<file path="src/apq_pkg.sv">
package apq_pkg;

    localparam int TAG_W    = 16;
    localparam int PRIO_W   = 8;
    localparam int AGE_W    = 8;
    localparam int KIND_W   = 2;
    localparam int STATUS_W = 2;
    localparam int OCC_W    = 5;
    localparam int ENTRY_W  = TAG_W + PRIO_W + AGE_W;

    localparam logic [KIND_W-1:0] KIND_ENQ  = 2'd0;
    localparam logic [KIND_W-1:0] KIND_DEQ  = 2'd1;
    localparam logic [KIND_W-1:0] KIND_TICK = 2'd2;

    localparam logic [STATUS_W-1:0] ST_DONE  = 2'd0;
    localparam logic [STATUS_W-1:0] ST_EMPTY = 2'd1;
    localparam logic [STATUS_W-1:0] ST_FULL  = 2'd2;

    localparam logic [PRIO_W-1:0] PRIO_MAX      = 8'hFF;
    localparam logic [AGE_W-1:0]  AGE_MAX       = 8'hFF;
    localparam logic [7:0]        THRESHOLD_RST = 8'd5;

    localparam logic REG_THRESHOLD = 1'b0;

    typedef struct packed {
        logic [TAG_W-1:0]  tag;
        logic [PRIO_W-1:0] prio;
        logic [AGE_W-1:0]  age;
    } t_entry;

    typedef enum logic [2:0] {
        S_IDLE,
        S_ENQ,
        S_DEQ,
        S_TICK,
        S_FIN
    } t_state;

endpackage

</file>
<file path="src/apq_in_if.sv">
interface apq_in_if import apq_pkg::*; ();
    logic                valid;
    logic                ready;
    logic [KIND_W-1:0]   kind;
    logic [TAG_W-1:0]    entry_tag;
    logic [PRIO_W-1:0]   new_priority;

    modport source (output valid, kind, entry_tag, new_priority, input ready);
    modport sink   (input valid, kind, entry_tag, new_priority, output ready);
endinterface

</file>
<file path="src/apq_out_if.sv">
interface apq_out_if import apq_pkg::*; ();
    logic                valid;
    logic                ready;
    logic [STATUS_W-1:0] status;
    logic [TAG_W-1:0]    served_tag;
    logic [PRIO_W-1:0]   served_priority;
    logic [OCC_W-1:0]    occupancy;

    modport source (output valid, status, served_tag, served_priority, occupancy,
                    input ready);
    modport sink   (input valid, status, served_tag, served_priority, occupancy,
                    output ready);
endinterface

</file>
<file path="src/apq_ram.sv">
module apq_ram #(
    parameter int WIDTH = 32,
    parameter int DEPTH = 16
) (
    input  logic                     i_clk,
    input  logic                     i_we,
    input  logic [$clog2(DEPTH)-1:0] i_waddr,
    input  logic [WIDTH-1:0]         i_wdata,
    input  logic [$clog2(DEPTH)-1:0] i_raddr,
    output logic [WIDTH-1:0]         o_rdata
);

    logic [WIDTH-1:0] r_mem [DEPTH];
    logic [WIDTH-1:0] r_rdata;

    always_ff @(posedge i_clk) begin
        if (i_we) begin
            r_mem[i_waddr] <= i_wdata;
        end
        r_rdata <= r_mem[i_raddr];
    end

    assign o_rdata = r_rdata;

endmodule

</file>
<file path="src/aging_priority_queue_top.sv">
// Walk: an enqueue visits every held entry and then the free slot; dequeue and
//   aging tick visit every held entry; items that touch no entry go straight to finish.
// Throughput: one item at a time; the entry RAM walk (one entry per cycle
//   through a single write port and a single registered read port) sets it.
// Reset: synchronous, active low; clears the entry count, the pending result
//   and sets aging_threshold to 5. The entry RAM is not cleared.
module aging_priority_queue_top import apq_pkg::*; #(
    parameter int DEPTH = 16
) (
    input  logic         i_clk,
    input  logic         i_rst_n,
    apq_in_if.sink       i_req,
    apq_out_if.source    o_rsp,
    input  logic         psel,
    input  logic         penable,
    input  logic         pwrite,
    input  logic [2:0]   paddr,
    input  logic [31:0]  pwdata,
    output logic [31:0]  prdata,
    output logic         pready
);

    localparam int AW = $clog2(DEPTH);
    localparam int CW = $clog2(DEPTH + 1);
    localparam logic [CW-1:0] FULL_CNT = CW'(DEPTH);

    // Sequencer and item latch
    t_state              r_state, n_state;
    logic [CW-1:0]       r_count, n_count;
    logic [CW-1:0]       r_idx, n_idx;
    logic                r_ins, n_ins;
    t_entry              r_carry, n_carry;
    logic [KIND_W-1:0]   r_kind;
    logic [TAG_W-1:0]    r_tag;
    logic [PRIO_W-1:0]   r_prio;
    logic [STATUS_W-1:0] r_status, n_status;
    logic [TAG_W-1:0]    r_srv_tag, n_srv_tag;
    logic [PRIO_W-1:0]   r_srv_prio, n_srv_prio;
    logic [7:0]          r_thr;

    // Output register
    logic                r_out_valid, n_out_valid;
    logic [STATUS_W-1:0] r_out_status;
    logic [TAG_W-1:0]    r_out_tag;
    logic [PRIO_W-1:0]   r_out_prio;
    logic [OCC_W-1:0]    r_out_occ;

    // RAM port
    logic                ram_we;
    logic [AW-1:0]       ram_waddr;
    t_entry              ram_wdata;
    logic [AW-1:0]       ram_raddr;
    logic [ENTRY_W-1:0]  ram_rdata;

    logic                accept;
    logic                out_free;
    logic                load_out;
    logic [CW-1:0]       idx_inc;
    logic [CW-1:0]       idx_dec;
    logic [CW-1:0]       last_idx;
    t_entry              rd_entry;
    t_entry              new_entry;
    t_entry              aged;
    logic [AGE_W-1:0]    age_up;

    assign accept    = i_req.valid && i_req.ready;
    assign out_free  = !r_out_valid || o_rsp.ready;
    assign idx_inc   = r_idx + 1'b1;
    assign idx_dec   = r_idx - 1'b1;
    assign last_idx  = r_count - 1'b1;
    assign rd_entry  = t_entry'(ram_rdata);
    assign new_entry = '{tag: r_tag, prio: r_prio, age: '0};

    // Age saturates first, then the priority bump looks at the new age.
    assign age_up    = (rd_entry.age == AGE_MAX) ? rd_entry.age : rd_entry.age + 1'b1;
    assign aged.tag  = rd_entry.tag;
    assign aged.age  = age_up;
    assign aged.prio = (age_up > r_thr && rd_entry.prio != PRIO_MAX) ?
                       rd_entry.prio + 1'b1 : rd_entry.prio;

    apq_ram #(
        .WIDTH (ENTRY_W),
        .DEPTH (DEPTH)
    ) u_ram (
        .i_clk   (i_clk),
        .i_we    (ram_we),
        .i_waddr (ram_waddr),
        .i_wdata (ram_wdata),
        .i_raddr (ram_raddr),
        .o_rdata (ram_rdata)
    );

    // Next state
    always_comb begin
        n_state = r_state;
        case (r_state)
            S_IDLE: begin
                if (accept) begin
                    case (i_req.kind)
                        KIND_ENQ:  n_state = (r_count != FULL_CNT) ? S_ENQ : S_FIN;
                        KIND_DEQ:  n_state = (r_count != '0) ? S_DEQ : S_FIN;
                        KIND_TICK: n_state = (r_count != '0) ? S_TICK : S_FIN;
                        default:   n_state = S_FIN;
                    endcase
                end
            end
            S_ENQ: begin
                if (r_idx == r_count) n_state = S_FIN;
            end
            S_DEQ, S_TICK: begin
                if (r_idx == last_idx) n_state = S_FIN;
            end
            S_FIN: begin
                if (out_free) n_state = S_IDLE;
            end
            default: n_state = S_IDLE;
        endcase
    end

    // Datapath and RAM control. In each walk state the data of entry r_idx
    // arrives from the RAM while the read of entry r_idx+1 is issued, so the
    // write (always at r_idx or r_idx-1) never hits the entry being read.
    always_comb begin
        i_req.ready = (r_state == S_IDLE);
        ram_raddr   = (r_state == S_IDLE) ? '0 : idx_inc[AW-1:0];
        ram_we      = 1'b0;
        ram_waddr   = r_idx[AW-1:0];
        ram_wdata   = new_entry;
        load_out    = 1'b0;
        n_count     = r_count;
        n_idx       = idx_inc;
        n_ins       = r_ins;
        n_carry     = r_carry;
        n_status    = r_status;
        n_srv_tag   = r_srv_tag;
        n_srv_prio  = r_srv_prio;
        n_out_valid = r_out_valid && !o_rsp.ready;
        case (r_state)
            S_IDLE: begin
                n_idx      = '0;
                n_ins      = 1'b0;
                n_srv_tag  = '0;
                n_srv_prio = '0;
                n_status   = ST_DONE;
                if (i_req.kind == KIND_ENQ && r_count == FULL_CNT) n_status = ST_FULL;
                if (i_req.kind == KIND_DEQ && r_count == '0)       n_status = ST_EMPTY;
            end
            S_ENQ: begin
                // Walk until the first lower-priority entry, then ripple the
                // displaced entries one place toward the tail.
                if (r_idx == r_count) begin
                    ram_we    = 1'b1;
                    ram_wdata = r_ins ? r_carry : new_entry;
                    n_count   = r_count + 1'b1;
                end else if (r_ins || rd_entry.prio < r_prio) begin
                    ram_we    = 1'b1;
                    ram_wdata = r_ins ? r_carry : new_entry;
                    n_carry   = rd_entry;
                    n_ins     = 1'b1;
                end
            end
            S_DEQ: begin
                if (r_idx == '0) begin
                    n_srv_tag  = rd_entry.tag;
                    n_srv_prio = rd_entry.prio;
                end else begin
                    ram_we    = 1'b1;
                    ram_waddr = idx_dec[AW-1:0];
                    ram_wdata = rd_entry;
                end
                if (r_idx == last_idx) n_count = r_count - 1'b1;
            end
            S_TICK: begin
                ram_we    = 1'b1;
                ram_wdata = aged;
            end
            S_FIN: begin
                if (out_free) begin
                    load_out    = 1'b1;
                    n_out_valid = 1'b1;
                end
            end
            default: ;
        endcase
    end

    always_ff @(posedge i_clk) begin
        if (!i_rst_n) begin
            r_state     <= S_IDLE;
            r_count     <= '0;
            r_out_valid <= 1'b0;
            r_thr       <= THRESHOLD_RST;
        end else begin
            r_state     <= n_state;
            r_count     <= n_count;
            r_out_valid <= n_out_valid;
            if (psel && penable && pwrite && paddr[2] == REG_THRESHOLD) begin
                r_thr <= pwdata[7:0];
            end
        end
    end

    always_ff @(posedge i_clk) begin
        r_idx      <= n_idx;
        r_ins      <= n_ins;
        r_carry    <= n_carry;
        r_status   <= n_status;
        r_srv_tag  <= n_srv_tag;
        r_srv_prio <= n_srv_prio;
        if (accept) begin
            r_kind <= i_req.kind;
            r_tag  <= i_req.entry_tag;
            r_prio <= i_req.new_priority;
        end
        if (load_out) begin
            r_out_status <= r_status;
            r_out_tag    <= r_srv_tag;
            r_out_prio   <= r_srv_prio;
            r_out_occ    <= OCC_W'(r_count);
        end
    end

    assign o_rsp.valid           = r_out_valid;
    assign o_rsp.status          = r_out_status;
    assign o_rsp.served_tag      = r_out_tag;
    assign o_rsp.served_priority = r_out_prio;
    assign o_rsp.occupancy       = r_out_occ;

    assign prdata = (paddr[2] == REG_THRESHOLD) ? {24'b0, r_thr} : 32'b0;
    assign pready = 1'b1;

    // Count never runs past the RAM depth.
    a_count_bound: assert property (@(posedge i_clk) disable iff (!i_rst_n)
        r_count <= FULL_CNT)
        else $error("entry count beyond depth");

    // The RAM is written only by the walk states.
    a_we_walk: assert property (@(posedge i_clk) disable iff (!i_rst_n)
        ram_we |-> (r_state == S_ENQ || r_state == S_DEQ || r_state == S_TICK))
        else $error("RAM write outside a walk");

    // An accepted item always leaves idle.
    a_accept_busy: assert property (@(posedge i_clk) disable iff (!i_rst_n)
        accept |=> r_state != S_IDLE)
        else $error("accepted item did not start");

    // A new result appears only from the finish step.
    a_result_src: assert property (@(posedge i_clk) disable iff (!i_rst_n)
        $rose(r_out_valid) |-> $past(r_state) == S_FIN)
        else $error("result raised outside finish");

    // Count moves only at the end of a walk, by one entry.
    a_count_step: assert property (@(posedge i_clk) disable iff (!i_rst_n)
        (r_count != n_count) |-> (n_state == S_FIN &&
            (r_kind == KIND_ENQ || r_kind == KIND_DEQ)))
        else $error("count changed mid-walk");

endmodule
</file>
<file path="src/flat_wrapper.sv">
// flat-port wrapper written by rule: the top's interface ports become plain ports
module aging_priority_queue_top_flat import apq_pkg::*;
#(
    parameter int DEPTH = 16
)
  (i_clk, i_rst_n, psel, penable, pwrite, paddr, pwdata, prdata, pready, i_req_valid, i_req_kind, i_req_entry_tag, i_req_new_priority, i_req_ready, o_rsp_valid, o_rsp_status, o_rsp_served_tag, o_rsp_served_priority, o_rsp_occupancy, o_rsp_ready);
  apq_in_if i_req_i ();
  apq_out_if o_rsp_i ();
  input  logic i_clk;
  input  logic i_rst_n;
  input  logic psel;
  input  logic penable;
  input  logic pwrite;
  input  logic [2:0] paddr;
  input  logic [31:0] pwdata;
  output logic [31:0] prdata;
  output logic pready;
  input wire logic [$bits(i_req_i.valid)-1:0] i_req_valid;
  input wire logic [$bits(i_req_i.kind)-1:0] i_req_kind;
  input wire logic [$bits(i_req_i.entry_tag)-1:0] i_req_entry_tag;
  input wire logic [$bits(i_req_i.new_priority)-1:0] i_req_new_priority;
  output wire logic [$bits(i_req_i.ready)-1:0] i_req_ready;
  output wire logic [$bits(o_rsp_i.valid)-1:0] o_rsp_valid;
  output wire logic [$bits(o_rsp_i.status)-1:0] o_rsp_status;
  output wire logic [$bits(o_rsp_i.served_tag)-1:0] o_rsp_served_tag;
  output wire logic [$bits(o_rsp_i.served_priority)-1:0] o_rsp_served_priority;
  output wire logic [$bits(o_rsp_i.occupancy)-1:0] o_rsp_occupancy;
  input wire logic [$bits(o_rsp_i.ready)-1:0] o_rsp_ready;
  assign i_req_i.valid = i_req_valid;
  assign i_req_i.kind = i_req_kind;
  assign i_req_i.entry_tag = i_req_entry_tag;
  assign i_req_i.new_priority = i_req_new_priority;
  assign i_req_ready = i_req_i.ready;
  assign o_rsp_valid = o_rsp_i.valid;
  assign o_rsp_status = o_rsp_i.status;
  assign o_rsp_served_tag = o_rsp_i.served_tag;
  assign o_rsp_served_priority = o_rsp_i.served_priority;
  assign o_rsp_occupancy = o_rsp_i.occupancy;
  assign o_rsp_i.ready = o_rsp_ready;
  aging_priority_queue_top #(.DEPTH(DEPTH)) u_core (.i_clk(i_clk), .i_rst_n(i_rst_n), .i_req(i_req_i), .o_rsp(o_rsp_i), .psel(psel), .penable(penable), .pwrite(pwrite), .paddr(paddr), .pwdata(pwdata), .prdata(prdata), .pready(pready));
endmodule
</file>
<file path="config.mk">
export PLATFORM = sky130hd
export DESIGN_NAME = aging_priority_queue_top_flat
export DESIGN_NICKNAME = d
export VERILOG_FILES = /design/src/apq_pkg.sv /design/src/apq_in_if.sv /design/src/apq_out_if.sv /design/src/apq_ram.sv /design/src/aging_priority_queue_top.sv /design/src/flat_wrapper.sv
export SDC_FILE = /design/constraint.sdc
export NUM_CORES = 1
export LEC_CHECK = 0
export ABC_AREA = 1
export CORE_AREA = 2 2 229 231
export DETAILED_ROUTE_END_ITERATION = 12
export DIE_AREA = 0 0 231 233
export DONT_BUFFER_PORTS = 1
export PLACE_DENSITY = 0.7
export SLEW_MARGIN = 20
export SYNTH_ARGS = -nofsm -noshare
export SYNTH_HDL_FRONTEND = slang
export SYNTH_SLANG_ARGS = --single-unit
</file>
<file path="constraint.sdc">
create_clock -name i_clk -period 6.42 [get_ports i_clk]
set_clock_uncertainty 0.2 [all_clocks]
set_input_delay 1.605 -clock i_clk [delete_from_list [all_inputs] [get_ports i_clk]]
set_output_delay 1.605 -clock i_clk [all_outputs]
set_load 0.05 [all_outputs]
</file>
==> metrics <==
status complete, no violations; Reg2Reg Launch Point u_core.u_ram.o_rdata[0]; Syn Area/Cell 12.0 um^2; hold_sp u_core.r_srv_tag[12]; Worst setup EP type register; Synth area leaders edfxtp_1, nor2_1, o211ai_1; Detailed Route Iter0 Violations ~2,300; GRT Total Usage 25.1%; CP Launch Type register; P_sw 5960 uW; Yosys reg bits about 700; Placement Setup Slack 1830 ps; core footprint 0.0511 mm^2; post-synth top area share about two thirds; Fin. Hold Viols 0; kind of critical path register to register; f_max 221 MHz; Synth cell types 40; setup_tns 0 ps; vias in the first global route 17,500; root buffer cell clkbuf_16; final core utilization 60.5%; DRC Markers 0; worst endpoint required time 6460 ps; Syn-to-layout area delta 10.7%; combinational fraction of design power 33.6%; Clk pwr share a little under a quarter; post-CTS sizing 0; largest net degree at the start of global routing 177; Slew Limit Fails 0; clock sinks 680; Synth Cell Area 0.0279 mm^2; warnings from Yosys 0; first-pass detailed-route iteration total 8; Final Total Pwr approximately 16,000 uW; CTS tree yes; postcts setup bufs 0; register share of total power 42.4%; RR Endpoint u_core.u_ram.r_mem[5][9]; pwr dens 507 mW/mm^2; Die Wd 231 um; WL final 67.6 mm; Pint ~10000 uW; RSZ-0062 raised after global routing no; setup slack after layout 1890 ps; period utilization 70.5%; WL/cell 22.1 um; Vias 18,200; leak pwr 0.0110 uW; post-synthesis sequential area ratio 71.1%; std cell rows between 80 and 90; most frequent cells in the layout edfxtp_1, nor2_1, nand2_1, o211ai_1, o21ai_0; switching part of the total 38.0%; Die H 233 um; GPL Wtd Cong 0.867; synthesized instance count 2,327; maximum VDD drop 0.000379 V; maximum buffer depth of the clock tree 3; Hold Crit Depth 0; HPWL after DPL 35.4 mm; share of post-route cells with drive strength above 1 9.23%; port bufs 0; routed vias/inst 5.96; die area about 0.054 mm^2; flop2flop setup slack about 1900 ps; H-tree Lvls 3; Initial Utilization between 50 and 60%; Slew @ Worst Pin 1150 ps; Cell Area, Placed around 0.029 mm^2; total congestion overflow 0; Reg2Reg Depth 17; Clock Latency Late Sink 590 ps; Routed Antenna Nets 0; Worst-path clk slew 60 ps; Max FO, Critical Path 16; n_diodes 0; final instance area 0.0309 mm^2; most common cell after layout, fill and taps aside edfxtp_1; Slew headroom a little under a quarter; critical path data arrival time roughly 4600 ps; first-pass GRT wire length 101 mm; hold buffer count at CTS 0; IO Pins between 100 and 150; clock period minus worst slack 4530 ps; initial antenna violation count 0; Synth area leader edfxtp_1; hold path endpoint u_core.o_rsp.served_tag[12]; # setup viols final 0; HP Class register to register; TritonCTS Buffers 66; Total Nets Final between 2,000 and 2,500; Max-cap violations 0
## cell type report
class | instances | area, um^2
fillers | 3811 | 20200
flip-flops and latches | 680 | 19900
multi-input cells | 1357 | 7070
clock buffers | 93 | 1870
well taps | 680 | 851
inverters | 166 | 629
repair buffers | 51 | 388
clock inverters | 26 | 245
## power groups by stage
| stage | combinational (uW) | sequential [uW] | clock, uW |
|---|---|---|---|
| after CTS | 5140 | 6660 | 3800 |
| after global routing | 5830 | 6690 | 3960 |
| final | 5270 | 6650 | 3760 |
| after detailed placement | 5100 | 6740 | 0 |
| after floorplan | 3660 | 6600 | 0 |
| after global placement | 4900 | 6710 | 0 |
## sequential cells by signal (all words and copies together), names as in the netlist
signal and count:
u_core.o_rsp.status 2, u_core.r_carry 32, u_core.u_ram.r_mem 512, u_core.r_prio 8, u_core.r_count 5, u_core.o_rsp.served_priority 8
u_core.r_tag 16, u_core.o_rsp.occupancy 5, u_core.r_status 2, u_core.r_srv_tag 16, u_core.r_ins 1, u_core.o_rsp.served_tag 16
u_core.r_thr 8, u_core.r_state 3, u_core.o_rsp.valid 1, u_core.u_ram.o_rdata 32, u_core.r_srv_prio 8, u_core.r_idx 5
## through the flow
| step | hold slack [ps] | instances |
|---|---|---|
| floorplan | 200 | 2350 |
| global placement | 201 | 2918 |
| detailed placement | 206 | 2920 |
| CTS | 219 | 3039 |
| global route | 224 | 3053 |
| finish | 218 | 3053 |
## metal layers
metal  global-route usage (%)  share of wire (%)
met3                     3.82                9.1
met1                     34.0                 40
met2                     41.7                 48
met5                        0                  0
met4                     8.63                2.3
## critical path: stages, from the launching register on
cell and delay [ps]:
dfxtp_1 420, ha_1 260, nand2_1 90, nor3_1 250, nand3_1 210, o21ai_0 370, inv_1 100, ha_1 310
inv_1 40, o21bai_1 120, nand2_1 60, nand2_1 50, nand2_1 50, nand2_1 270, nand2_1 300, nand2_1 120
nand3_1 70, a21oi_1 870
## worst max path at each step
stage / slack, ps / start / cells past startpoint / to
global route: 1560 / u_core.u_ram.o_rdata[0] / 17 / u_core.u_ram.r_mem[15][9]
detailed placement: 1830 / u_core.u_ram.o_rdata[0] / 17 / u_core.u_ram.r_mem[4][12]
floorplan: 2160 / paddr[2] / 2 / prdata[0]
finish: 1890 / u_core.u_ram.o_rdata[0] / 17 / u_core.u_ram.r_mem[5][9]
global placement: 1960 / u_core.u_ram.o_rdata[0] / 17 / u_core.u_ram.r_mem[2][11]
CTS: 1810 / u_core.u_ram.o_rdata[0] / 17 / u_core.u_ram.r_mem[1][12]
## synth_stat cells
library cell    n
edfxtp_1      626
nor2_1        368
nand2_1       286
o211ai_1      181
o21ai_0       162
inv_1         157
nand3_1       150
clkbuf_1       58
buf_2          57
a21oi_1        54
dfxtp_1        54
o31ai_1        32
or2_2          31
buf_4          27
ha_1           22
xor2_1         13
nor3_1          7
inv_2           6
buf_1           4
o21ai_1         4
clkinv_1        3
and3_1          2
conb_1          2
nand2_2         2
o21bai_1        2
or2_1           2
xnor2_1         2
a22o_1          1
a22oi_1         1
buf_6           1
nand2_4         1
nand3_2         1
nand3b_1        1
nand4_1         1
nand4_2         1
nor2_2          1
nor2_4          1
nor3_4          1
o21a_1          1
o221ai_1        1
## cell families (layout without fill, tap and decap cells)
kind of cell | Yosys count | count (layout) | share of synthesized area, %
compound gates | 439 | 439 | 9.83
simple gates | 856 | 856 | 12.7
xor+xnor | 15 | 15 | 0.470
flops | 680 | 680 | 71.1
buf+inv | 313 | 336 | 4.85
fa+ha+maj | 22 | 22 | 0.985
other cells | 2 | 25 | 0.0269
(Power assumes the default switching activity.)
